### src/rtl/core/tlpa_pkg.sv
// tlpa_pkg: constants, register and layout codes and helper functions for the
// tensor layout permute address generator
// no dependencies
package tlpa_pkg;

    // sizes
    localparam int ADDR_BITS = 24;
    localparam int DIM_BITS  = 12;
    localparam int NUM_DIMS  = 4;
    localparam int REG_W     = 13;
    localparam int MODE_W    = 3;
    localparam int ELEM_W    = 32;
    localparam int DEST_W    = 24;
    localparam int CFG_IDX_W = 3;
    localparam int EFF_W     = DIM_BITS + 1;
    localparam int PROD_W    = NUM_DIMS * EFF_W;
    localparam int SEQ_W     = $clog2(2 * NUM_DIMS);
    localparam int SEQ_LAST  = 2 * NUM_DIMS - 1;
    localparam int CMP_W     = (REG_W > EFF_W) ? REG_W : EFF_W;

    typedef logic [MODE_W-1:0]    mode_t;
    typedef logic [CFG_IDX_W-1:0] cfg_idx_t;
    typedef logic [1:0]           dim_sel_t;

    // layout modes
    localparam mode_t MODE_TO_HWNC      = 3'd0;
    localparam mode_t MODE_TO_HWCN      = 3'd1;
    localparam mode_t MODE_TO_NHWC      = 3'd2;
    localparam mode_t MODE_TO_CHWN      = 3'd3;
    localparam mode_t MODE_NHWC_TO_NCHW = 3'd4;

    // register indexes
    localparam cfg_idx_t REG_LAYOUT_MODE   = 3'd0;
    localparam cfg_idx_t REG_BATCH_COUNT   = 3'd1;
    localparam cfg_idx_t REG_CHANNEL_COUNT = 3'd2;
    localparam cfg_idx_t REG_ROW_COUNT     = 3'd3;
    localparam cfg_idx_t REG_COLUMN_COUNT  = 3'd4;

    // dimension slots
    localparam dim_sel_t DIM_N = 2'd0;
    localparam dim_sel_t DIM_C = 2'd1;
    localparam dim_sel_t DIM_H = 2'd2;
    localparam dim_sel_t DIM_W = 2'd3;

    // dimension at a given rank of the destination layout, innermost first
    function automatic dim_sel_t dim_order(input mode_t mode, input logic [1:0] rank);
        dim_sel_t d;
        case (mode)
            MODE_TO_HWCN:
            begin
                case (rank)
                    2'd0:    d = DIM_N;
                    2'd1:    d = DIM_C;
                    2'd2:    d = DIM_W;
                    default: d = DIM_H;
                endcase
            end
            MODE_TO_NHWC:
            begin
                case (rank)
                    2'd0:    d = DIM_C;
                    2'd1:    d = DIM_W;
                    2'd2:    d = DIM_H;
                    default: d = DIM_N;
                endcase
            end
            MODE_NHWC_TO_NCHW:
            begin
                case (rank)
                    2'd0:    d = DIM_W;
                    2'd1:    d = DIM_H;
                    2'd2:    d = DIM_C;
                    default: d = DIM_N;
                endcase
            end
            MODE_TO_CHWN:
            begin
                case (rank)
                    2'd0:    d = DIM_N;
                    2'd1:    d = DIM_W;
                    2'd2:    d = DIM_H;
                    default: d = DIM_C;
                endcase
            end
            default:
            begin
                case (rank)
                    2'd0:    d = DIM_C;
                    2'd1:    d = DIM_N;
                    2'd2:    d = DIM_W;
                    default: d = DIM_H;
                endcase
            end
        endcase
        return d;
    endfunction

    // zero counts as one, counts above the index range saturate
    function automatic logic [EFF_W-1:0] eff_dim(input logic [REG_W-1:0] count);
        logic [CMP_W-1:0] v;
        logic [CMP_W-1:0] cap;
        v   = CMP_W'(count);
        cap = CMP_W'(1) << DIM_BITS;
        if (v == '0)
        begin
            v = CMP_W'(1);
        end
        else if (v > cap)
        begin
            v = cap;
        end
        return EFF_W'(v);
    endfunction

endpackage

### src/rtl/core/tlpa_if.sv
// tlpa channel interfaces: element input, result output and register write
// depends on tlpa_pkg
interface tlpa_elem_if;
    logic                        valid;
    logic                        ready;
    logic [tlpa_pkg::ELEM_W-1:0] element_bits;

    modport source (output valid, output element_bits, input ready);
    modport sink (input valid, input element_bits, output ready);
endinterface

interface tlpa_result_if;
    logic                        valid;
    logic                        ready;
    logic [tlpa_pkg::ELEM_W-1:0] element_out;
    logic [tlpa_pkg::DEST_W-1:0] dest_address;
    logic                        last_element;
    logic                        size_overflow;

    modport source (output valid, output element_out, output dest_address,
                    output last_element, output size_overflow, input ready);
    modport sink (input valid, input element_out, input dest_address,
                  input last_element, input size_overflow, output ready);
endinterface

interface tlpa_cfg_if;
    logic                           valid;
    logic                           ready;
    logic [tlpa_pkg::CFG_IDX_W-1:0] reg_index;
    logic [tlpa_pkg::REG_W-1:0]     reg_data;

    modport source (output valid, output reg_index, output reg_data, input ready);
    modport sink (input valid, input reg_index, input reg_data, output ready);
endinterface

### src/rtl/core/tensor_layout_permute_address.sv
// tensor_layout_permute_address: top level, counters, address and register file
// depends on tlpa_pkg and the tlpa channel interfaces
//
// Streams 32-bit elements through and tags each with its index in the target
// layout. While not busy and not stalled, one element is taken per clock cycle and
// its result is held in the output register in the next cycle; a new request
// is taken in the same cycle as the previous result leaves, so a stalled result
// holds the input. The address is the sum of four partial addresses (index
// times stride), each kept up to date by an add when its counter steps, so the
// per-element path is a few adds. After any register write the block holds input
// ready low while it builds the strides and the tensor size through one multiplier
// chain, innermost dimension first, then rebuilds the partial addresses from the
// current counters. Register writes are always accepted and restart that sequence.
module tensor_layout_permute_address
(
    input  logic             clk,
    input  logic             rst_n,
    tlpa_elem_if.sink        elements,
    tlpa_result_if.source    results,
    tlpa_cfg_if.sink         cfg
);

    localparam int AW   = tlpa_pkg::ADDR_BITS;
    localparam int DW   = tlpa_pkg::DIM_BITS;
    localparam int ND   = tlpa_pkg::NUM_DIMS;
    localparam int EW   = tlpa_pkg::EFF_W;
    localparam int PW   = tlpa_pkg::PROD_W;
    localparam int SPW  = (PW > AW) ? PW : AW;
    localparam int OCW  = (PW > AW + 1) ? PW : AW + 1;
    localparam int DXW  = (AW > tlpa_pkg::DEST_W) ? AW : tlpa_pkg::DEST_W;

    // registers
    tlpa_pkg::mode_t                mode_reg;
    logic [tlpa_pkg::REG_W-1:0]     count_reg [ND];
    logic [DW-1:0]                  idx_reg [ND];
    logic [DW-1:0]                  idx_next [ND];
    logic [AW-1:0]                  part_reg [ND];
    logic [AW-1:0]                  part_next [ND];
    logic [AW-1:0]                  stride_reg [ND];
    logic [AW-1:0]                  stride_next [ND];
    logic [PW-1:0]                  prod_reg;
    logic [PW-1:0]                  prod_next;
    logic                           overflow_reg;
    logic                           overflow_next;
    logic                           busy_reg;
    logic                           busy_next;
    logic [tlpa_pkg::SEQ_W-1:0]     step_reg;
    logic [tlpa_pkg::SEQ_W-1:0]     step_next;

    logic                           res_valid_reg;
    logic [tlpa_pkg::ELEM_W-1:0]    res_elem_reg;
    logic [tlpa_pkg::DEST_W-1:0]    res_addr_reg;
    logic                           res_last_reg;
    logic                           res_ovf_reg;

    // combinational
    logic [EW-1:0]                  eff [ND];
    logic [ND-1:0]                  at_last;
    logic [ND-1:0]                  inc;
    logic                           in_ready;
    logic                           in_fire;
    logic                           cfg_fire;
    logic [AW-1:0]                  addr_sum;
    logic [DXW-1:0]                 addr_ext;
    logic [1:0]                     seq_rank;
    tlpa_pkg::dim_sel_t             seq_dim;
    logic [EW-1:0]                  seq_eff;
    logic [PW+EW-1:0]               prod_mul;
    logic [SPW-1:0]                 prod_ext;
    logic [OCW-1:0]                 prod_cmp;
    logic [DW+AW-1:0]               part_mul;

    // handshakes
    assign cfg.ready      = 1'b1;
    assign cfg_fire       = cfg.valid;
    assign in_ready       = !busy_reg && !cfg.valid && (!res_valid_reg || results.ready);
    assign elements.ready = in_ready;
    assign in_fire        = elements.valid && in_ready;

    // effective dimensions and last flags
    always_comb
    begin
        for (int d = 0; d < ND; d++)
        begin
            eff[d]     = tlpa_pkg::eff_dim(count_reg[d]);
            at_last[d] = ((EW'(idx_reg[d]) + EW'(1)) >= eff[d]);
        end
    end

    // source loop order decides which counters step
    always_comb
    begin
        inc = '0;
        if (mode_reg == tlpa_pkg::MODE_NHWC_TO_NCHW)
        begin
            inc[tlpa_pkg::DIM_C] = 1'b1;
            inc[tlpa_pkg::DIM_W] = at_last[tlpa_pkg::DIM_C];
            inc[tlpa_pkg::DIM_H] = at_last[tlpa_pkg::DIM_C] && at_last[tlpa_pkg::DIM_W];
            inc[tlpa_pkg::DIM_N] = at_last[tlpa_pkg::DIM_C] && at_last[tlpa_pkg::DIM_W]
                                   && at_last[tlpa_pkg::DIM_H];
        end
        else
        begin
            inc[tlpa_pkg::DIM_W] = 1'b1;
            inc[tlpa_pkg::DIM_H] = at_last[tlpa_pkg::DIM_W];
            inc[tlpa_pkg::DIM_C] = at_last[tlpa_pkg::DIM_W] && at_last[tlpa_pkg::DIM_H];
            inc[tlpa_pkg::DIM_N] = at_last[tlpa_pkg::DIM_W] && at_last[tlpa_pkg::DIM_H]
                                   && at_last[tlpa_pkg::DIM_C];
        end
    end

    // destination address from partial addresses
    always_comb
    begin
        addr_sum = part_reg[0] + part_reg[1] + part_reg[2] + part_reg[3];
        addr_ext = DXW'(addr_sum);
    end

    // stride and partial address sequencer datapath
    always_comb
    begin
        seq_rank = step_reg[1:0];
        seq_dim  = tlpa_pkg::dim_order(mode_reg, seq_rank);
        seq_eff  = eff[seq_dim];
        prod_mul = prod_reg * seq_eff;
        prod_ext = SPW'(prod_reg);
        prod_cmp = OCW'(prod_reg);
        part_mul = idx_reg[seq_rank] * stride_reg[seq_rank];
    end

    // next state for counters, partial addresses and sequencer
    always_comb
    begin
        idx_next      = idx_reg;
        part_next     = part_reg;
        stride_next   = stride_reg;
        prod_next     = prod_reg;
        overflow_next = overflow_reg;
        busy_next     = busy_reg;
        step_next     = step_reg;

        if (in_fire)
        begin
            for (int d = 0; d < ND; d++)
            begin
                if (inc[d])
                begin
                    if (at_last[d])
                    begin
                        idx_next[d]  = '0;
                        part_next[d] = '0;
                    end
                    else
                    begin
                        idx_next[d]  = idx_reg[d] + DW'(1);
                        part_next[d] = part_reg[d] + stride_reg[d];
                    end
                end
            end
        end

        if (cfg_fire)
        begin
            busy_next = 1'b1;
            step_next = '0;
        end
        else if (busy_reg)
        begin
            if (!step_reg[tlpa_pkg::SEQ_W-1])
            begin
                // strides, innermost dimension first
                if (seq_rank == 2'd0)
                begin
                    stride_next[seq_dim] = AW'(1);
                    prod_next            = PW'(seq_eff);
                end
                else
                begin
                    stride_next[seq_dim] = prod_ext[AW-1:0];
                    prod_next            = prod_mul[PW-1:0];
                end
            end
            else
            begin
                // partial addresses from the current counters
                part_next[seq_rank] = part_mul[AW-1:0];
                if (seq_rank == 2'd0)
                begin
                    overflow_next = (prod_cmp > (OCW'(1) << AW));
                end
            end
            step_next = step_reg + tlpa_pkg::SEQ_W'(1);
            if (step_reg == tlpa_pkg::SEQ_W'(tlpa_pkg::SEQ_LAST))
            begin
                busy_next = 1'b0;
            end
        end
    end

    // register file
    always_ff @(posedge clk or negedge rst_n)
    begin
        if (!rst_n)
        begin
            mode_reg <= tlpa_pkg::MODE_TO_HWNC;
            for (int d = 0; d < ND; d++)
            begin
                count_reg[d] <= tlpa_pkg::REG_W'(1);
            end
        end
        else if (cfg_fire)
        begin
            case (cfg.reg_index)
                tlpa_pkg::REG_LAYOUT_MODE:   mode_reg <= cfg.reg_data[tlpa_pkg::MODE_W-1:0];
                tlpa_pkg::REG_BATCH_COUNT:   count_reg[tlpa_pkg::DIM_N] <= cfg.reg_data;
                tlpa_pkg::REG_CHANNEL_COUNT: count_reg[tlpa_pkg::DIM_C] <= cfg.reg_data;
                tlpa_pkg::REG_ROW_COUNT:     count_reg[tlpa_pkg::DIM_H] <= cfg.reg_data;
                tlpa_pkg::REG_COLUMN_COUNT:  count_reg[tlpa_pkg::DIM_W] <= cfg.reg_data;
                default:                     ;
            endcase
        end
    end

    // counters, strides and sequencer state
    always_ff @(posedge clk or negedge rst_n)
    begin
        if (!rst_n)
        begin
            for (int d = 0; d < ND; d++)
            begin
                idx_reg[d]    <= '0;
                part_reg[d]   <= '0;
                stride_reg[d] <= AW'(1);
            end
            prod_reg     <= PW'(1);
            overflow_reg <= 1'b0;
            busy_reg     <= 1'b0;
            step_reg     <= '0;
        end
        else
        begin
            idx_reg      <= idx_next;
            part_reg     <= part_next;
            stride_reg   <= stride_next;
            prod_reg     <= prod_next;
            overflow_reg <= overflow_next;
            busy_reg     <= busy_next;
            step_reg     <= step_next;
        end
    end

    // result valid
    always_ff @(posedge clk or negedge rst_n)
    begin
        if (!rst_n)
        begin
            res_valid_reg <= 1'b0;
        end
        else if (in_fire)
        begin
            res_valid_reg <= 1'b1;
        end
        else if (results.ready)
        begin
            res_valid_reg <= 1'b0;
        end
    end

    // result payload
    always_ff @(posedge clk)
    begin
        if (in_fire)
        begin
            res_elem_reg <= elements.element_bits;
            res_addr_reg <= addr_ext[tlpa_pkg::DEST_W-1:0];
            res_last_reg <= &at_last;
            res_ovf_reg  <= overflow_reg;
        end
    end

    assign results.valid         = res_valid_reg;
    assign results.element_out   = res_elem_reg;
    assign results.dest_address  = res_addr_reg;
    assign results.last_element  = res_last_reg;
    assign results.size_overflow = res_ovf_reg;

endmodule

### src/flat_wrapper.sv
// flat-port wrapper written by rule: the top's interface ports become plain ports
module tensor_layout_permute_address_flat 
  (clk, rst_n, elements_valid, elements_element_bits, elements_ready, results_valid, results_element_out, results_dest_address, results_last_element, results_size_overflow, results_ready, cfg_valid, cfg_reg_index, cfg_reg_data, cfg_ready);
  tlpa_elem_if elements_i ();
  tlpa_result_if results_i ();
  tlpa_cfg_if cfg_i ();
  input  logic clk;
  input  logic rst_n;
  input wire logic [$bits(elements_i.valid)-1:0] elements_valid;
  input wire logic [$bits(elements_i.element_bits)-1:0] elements_element_bits;
  output wire logic [$bits(elements_i.ready)-1:0] elements_ready;
  output wire logic [$bits(results_i.valid)-1:0] results_valid;
  output wire logic [$bits(results_i.element_out)-1:0] results_element_out;
  output wire logic [$bits(results_i.dest_address)-1:0] results_dest_address;
  output wire logic [$bits(results_i.last_element)-1:0] results_last_element;
  output wire logic [$bits(results_i.size_overflow)-1:0] results_size_overflow;
  input wire logic [$bits(results_i.ready)-1:0] results_ready;
  input wire logic [$bits(cfg_i.valid)-1:0] cfg_valid;
  input wire logic [$bits(cfg_i.reg_index)-1:0] cfg_reg_index;
  input wire logic [$bits(cfg_i.reg_data)-1:0] cfg_reg_data;
  output wire logic [$bits(cfg_i.ready)-1:0] cfg_ready;
  assign elements_i.valid = elements_valid;
  assign elements_i.element_bits = elements_element_bits;
  assign elements_ready = elements_i.ready;
  assign results_valid = results_i.valid;
  assign results_element_out = results_i.element_out;
  assign results_dest_address = results_i.dest_address;
  assign results_last_element = results_i.last_element;
  assign results_size_overflow = results_i.size_overflow;
  assign results_i.ready = results_ready;
  assign cfg_i.valid = cfg_valid;
  assign cfg_i.reg_index = cfg_reg_index;
  assign cfg_i.reg_data = cfg_reg_data;
  assign cfg_ready = cfg_i.ready;
  tensor_layout_permute_address u_core (.clk(clk), .rst_n(rst_n), .elements(elements_i), .results(results_i), .cfg(cfg_i));
endmodule
### config.mk
export PLATFORM = sky130hd
export DESIGN_NAME = tensor_layout_permute_address_flat
export DESIGN_NICKNAME = d
export VERILOG_FILES = /design/src/rtl/core/tlpa_pkg.sv /design/src/rtl/core/tlpa_if.sv /design/src/rtl/core/tensor_layout_permute_address.sv /design/src/flat_wrapper.sv
export SDC_FILE = /design/constraint.sdc
export NUM_CORES = 2
export LEC_CHECK = 0
export BUFFER_PORTS_ARGS = -buffer_cell sky130_fd_sc_hd__buf_2
export CORE_UTILIZATION = 70
export DETAILED_ROUTE_END_ITERATION = 10
export HOLD_SLACK_MARGIN = 0.05
export PLACE_DENSITY_LB_ADDON = 0.2
export SLEW_MARGIN = 20
export SYNTH_ARGS = -nofsm -noshare
export SYNTH_HDL_FRONTEND = slang
export SYNTH_SLANG_ARGS = --single-unit
### constraint.sdc
create_clock -name clk -period 12.9 [get_ports clk]
set_input_delay 2.58 -clock clk [delete_from_list [all_inputs] [get_ports clk]]
set_output_delay 2.58 -clock clk [all_outputs]
set_load 0.05 [all_outputs]
; Word level (Yosys, flattened, before mapping)
; Index checks and enable logic that the tools add are counted.
[word_totals]
regBits = 411
in_bits = 53
output_inout_bits = 61
elab_cells = 163
[op_classes]
addsub = 16
multipliers = 2
n_lt_le_gt_ge = 13
eq_ne = 11
mux = 55
n_bitwise = 7
reduce_logical = 33
[ops]
columns = operator, count
row1 = $mux 96, 5
row2 = $mux 24, 12
row3 = $bwmux 96, 2
row4 = $add 24x24->24, 7
row5 = $mux 13, 10
row6 = $demux 24 s2, 2
row7 = $and 92x92->92, 1
row8 = $not 92->92, 1
row9 = $mux 12, 6
row10 = $add 12x1->13 const B, 4
row11 = $ge 13x13->1, 4
row12 = $gt 13x13->1 const B, 4
row13 = $gt 52x25->1 const B, 1
row14 = $logic_not 13->1, 4
row15 = $mul 52x13->52, 1
row16 = $mux 52, 1
row17 = $add 12x1->12 const B, 4
row18 = $bmux 24 s2, 1
row19 = $pmux 2 s3, 5
row20 = $bmux 13 s2, 1
row21 = $bmux 12 s2, 1
row22 = $mul 12x24->24, 1
row23 = $reduce_and 2->1, 9
row24 = $eq 3x2->1 const B, 4
row25 = 22 further kinds, 46

; Depth between registers and ports, before layout
[logic_depth]
word_depth = 13
mapped_depth = 39
mapped_depth_nobuf = 31

; Least setup slack after synthesis
; OpenSTA, ideal clock, no wires.
[synth_timing]
kind = reg2reg
startpoint = register u_core.step_reg[1] (netlist bit)
endpoint = register u_core.prod_reg[48], in the netlist u_core.prod_cmp[48]
setup_time_ns = 0.087
arrival_time_ns = 8.701
required_time_ns = 12.813
path_slack_ns = 4.112
path_stages_with_launch = 35
path_buffers = 7
period_less_slack_ns = 8.788
path_cell_list = dfrtp_1 clkbuf_1 clkbuf_1 buf_2 buf_1 inv_1 ha_1 nor3b_1 a21oi_1 a21oi_2 buf_6 mux2_2 mux2i_1 clkbuf_1 buf_1 nand2_1 fa_1 fa_1 inv_1 fa_1 fa_1 inv_1 fa_1 inv_1 ha_1 nand2_1 o21a_1 o311ai_0 a31oi_1 nor4b_1 o21ai_0 a21oi_1 a41oi_1 or4_1 o211ai_1
[synth_via]
elab_chain_len = 9
elab_cells_between_ends = 15
cone_classes = 1 x mul / 2 x eq/ne / 10 x mux / 1 x bitwise / 1 x reduce/logical
[synth_rtl]
columns = item, line
row1 = from (decl), tensor_layout_permute_address.sv:47  ; logic [tlpa_pkg::SEQ_W-1:0] step_reg;
row2 = from (signal assigned), tensor_layout_permute_address.sv:248  ; step_reg <= step_next;
row3 = $eq 2x2->1 (tied with other cells), n/a
row4 = $pmux 2 s3 (on tied branches), n/a
row5 = $pmux 2 s4, tlpa_pkg.sv:48  ; case (mode)
row6 = $not 2->3 (not written as such), tensor_layout_permute_address.sv:124  ; seq_eff = eff[seq_dim];
row7 = $bmux 13 s2, tensor_layout_permute_address.sv:124
row8 = $mux 13 (not written as such) (2 in series), tensor_layout_permute_address.sv:124
row9 = $mul 52x13->52, tensor_layout_permute_address.sv:125  ; prod_mul = prod_reg * seq_eff;
row10 = $mux 52 *, tensor_layout_permute_address.sv:172  ; if (seq_rank == 2'd0)
row11 = to (signal assigned), tensor_layout_permute_address.sv:245  ; prod_reg <= prod_next;
row12 = to (decl), tensor_layout_permute_address.sv:41  ; logic [PW-1:0] prod_reg;
; Mark *: on every way between the ends. The rest lies on a longest branch, timed or not. The select of a mux whose other input is x is not followed.
; A chain may end at the register's enable or synchronous reset.

; Worst setup path after layout
[layout_timing]
startpoint = register u_core.step_reg[1] (netlist bit)
endpoint = register u_core.prod_reg[50], in the netlist u_core.prod_cmp[50]
; The elaborated chain is that of the path after synthesis.

==> results_dict.tcl <==
set metrics [dict create \
    crit_arrival_ps 10320 \
    crit_slowest_cell "mux2i_4" \
    hold_buffers 0 \
    cts_sinks 411 \
    wirelength_mm 137 \
    critical_path_class "flip-flop to flip-flop" \
    fmax_mhz 102 \
    busiest_layer "met2" \
    timing.setup.tns_ps 0 \
    globalRouteMet1Util_pct 49.9 \
    cts_tree "done" \
    synth_warnings 0 \
    yosysTopAreaCell "fa_1" \
    required_ps 13410 \
    dieArea_um2 71200 \
    hold_path_class "flip-flop to flip-flop" \
    finalCritPeriodShare_pct 76.1 \
    synth_most_common_cell "nand2_1" \
    cts_buffers 47 \
    worstMarginPinSlew_ps 1250 \
    root_buffer "clkbuf_16" \
    die_w_um 267 \
    synth_common_cells "nand2_1 (885), inv_1 (704), fa_1 (686)" \
    period_minus_slack_ps 9810 \
    firstDrtPassIters 6 \
    synth_top_area_share_pct 28.0 \
    max_slew_margin_pct 16.7 \
    crit_path_max_incr_delay_ps 850 \
    antenna_found_initial 1 \
    rows 96 \
    first_iter_violations 3550 \
    syn_avg_cell_area_um2 9.16 \
    die_h_um 267 \
    grt_pass1_wl_mm 219 \
    core_area_um2 68900 \
    startpoint_type "flip-flop" \
    status "complete, no violations" \
    ys_top_cells_by_area "fa_1 (28%), dfrtp_1 (18%), ha_1 (7.4%)" \
    fin_nets 6330 \
    ys_async_sr_fraction_pct 85.9 \
    grt_max_degree 150 \
    drc 0 \
    ios 114 \
    cp_common_cell "fa_1" \
    ys_types 78 \
    met3_usage_pct 7.02 \
    slew_violations 0 \
    grt_pass1_vias 40803 \
    io_buffers 112 \
    syn_nets 6388 \
    skew_ps 48.8 \
    drive_above_1_share_pct 7.38 \
    setup_viol 0 \
    clock_path_buffers 3 \
    cp-end-kind "flip-flop" \
    overflow 0 \
    antennaDiodeCount 0 \
    seq_area_frac_synth_pct 21.6 \
    initial_utilization_pct 71.2 \
    clk_pin_slew_worst_paths_ps 70 \
    crit_fanout 42 \
    synth_area_um2 49100 \
    vias 39337 \
    cts_resized 0 \
    report.final.hold_viol_count 0 \
    met2_usage_pct 66.3 \
    place.gp.congestion 0.981 \
    max_cap_viol_count 0 \
    dpl.hpwl_mm 101 \
    syn2layout_area_growth_pct 5.97 \
    synth_edf_count 58 \
    postRouteAntennaNets 0 \
    rsz0062_at_grt "no" \
    htreeDepth 2 \
    grtUsageTotal_pct 39.9 \
    wl_per_cell_um 21.8 \
    ys_seq_elements 411 \
    insertion_delay_ps 630 \
    synthCells 5359 \
    post-cts-setup-buffers 0 \
    via_per_inst 6.27 \
    synth_top_flop_cell "dfrtp_1" \
]
metrics by stage:
stage               cell area (um^2)  hold WS [ps]  instances  worst slack (ps)  utilization (%)
finish                         52000           474       6271              3090             75.4
global route                   52000           486       6271              2660             75.4
CTS                            52000           460       6270              3160             75.4
detailed placement             50300           442       6182              3230             73.0
global placement               50300           433       6182              3450             73.0
floorplan                      49100           426       5359              4110                -
layout make-up:
| cell class | count | area (um^2) |
|---|---|---|
| flip-flops and latches | 411 | 10600 |
| fillers | 4899 | 16900 |
| clock buffers | 58 | 1280 |
| well taps | 931 | 1160 |
| repair buffers | 160 | 963 |
| inverters | 704 | 2640 |
| multi-input cells | 3977 | 35000 |
| clock inverters | 30 | 369 |
routing by layer:
metal,share of wire (%),up-vias,wire [um]
met5,0,-,0
met4,6.0,0,8230
met3,9.0,515,12400
met2,48,2058,66200
met1,37,19555,49900
li1,-,17209,-
critical path, delay by kind of cell (launching register included):
family | cells | cell delay, ps
xor gates and xnor gates | 1 | 130
buffers and inverters | 5 | 1200
AOI/OAI and AO/OA | 8 | 2790
muxes | 2 | 1290
and+or+nand+nor | 5 | 600
adders and majority gates | 7 | 3270
DFF | 1 | 360
kinds of logic after synthesis:
family / Yosys count / synth area share (%)
fa+ha+maj: 976 / 35.4
compound gates: 905 / 11.2
simple gates: 1716 / 16.1
mux: 135 / 3.86
flops: 411 / 21.6
buf+inv: 971 / 7.48
xor+xnor: 244 / 4.38
other cells: 1 / 0.00764
cells in the final DEF (no fill, tap or decap), types with 52 or more instances in the layout:
| cell type | synthesis | routed |
|---|---|---|
| fa_1 | 686 | 686 |
| nor2_1 | 193 | 192 |
| o21ai_0 | 304 | 302 |
| nor3_1 | 86 | 86 |
| buf_2 | 7 | 111 |
| inv_1 | 704 | 703 |
| nand3_1 | 60 | 59 |
| a21o_1 | 78 | 77 |
| nor2b_1 | 52 | 52 |
| xnor2_1 | 150 | 150 |
| xor2_1 | 93 | 93 |
| ha_1 | 290 | 289 |
| dfrtp_1 | 344 | 342 |
| edfxtp_1 | 58 | 58 |
| a21oi_1 | 257 | 254 |
| nand2_1 | 885 | 885 |
| mux2_2 | 71 | 71 |
| and2_1 | 252 | 252 |
| nand2b_1 | 66 | 65 |
final timing paths:
path                                                       from                                      to  slack [ps]  depth (start not counted)
max in group asynchronous                                 rst_n          u_core.idx_reg[44]$_DFFE_PN0P_        8810                          3
min in group asynchronous                                 rst_n         u_core.prod_cmp[38]$_DFFE_PN0P_        2000                          1
worst min register to register  u_core.overflow_reg$_DFFE_PN0P_  u_core.results.size_overflow$_DFFE_PP_         470                          0
worst max register to register   u_core.step_reg[1]$_DFFE_PN0P_         u_core.prod_cmp[50]$_DFFE_PN0P_        3090                         28
worst min-delay path            u_core.overflow_reg$_DFFE_PN0P_  u_core.results.size_overflow$_DFFE_PP_         470                          0
worst max-delay path             u_core.step_reg[1]$_DFFE_PN0P_         u_core.prod_cmp[50]$_DFFE_PN0P_        3090                         28
Power is not shown: default switching activity piles up to over one toggle a cycle in this logic, so the estimate is an artifact.
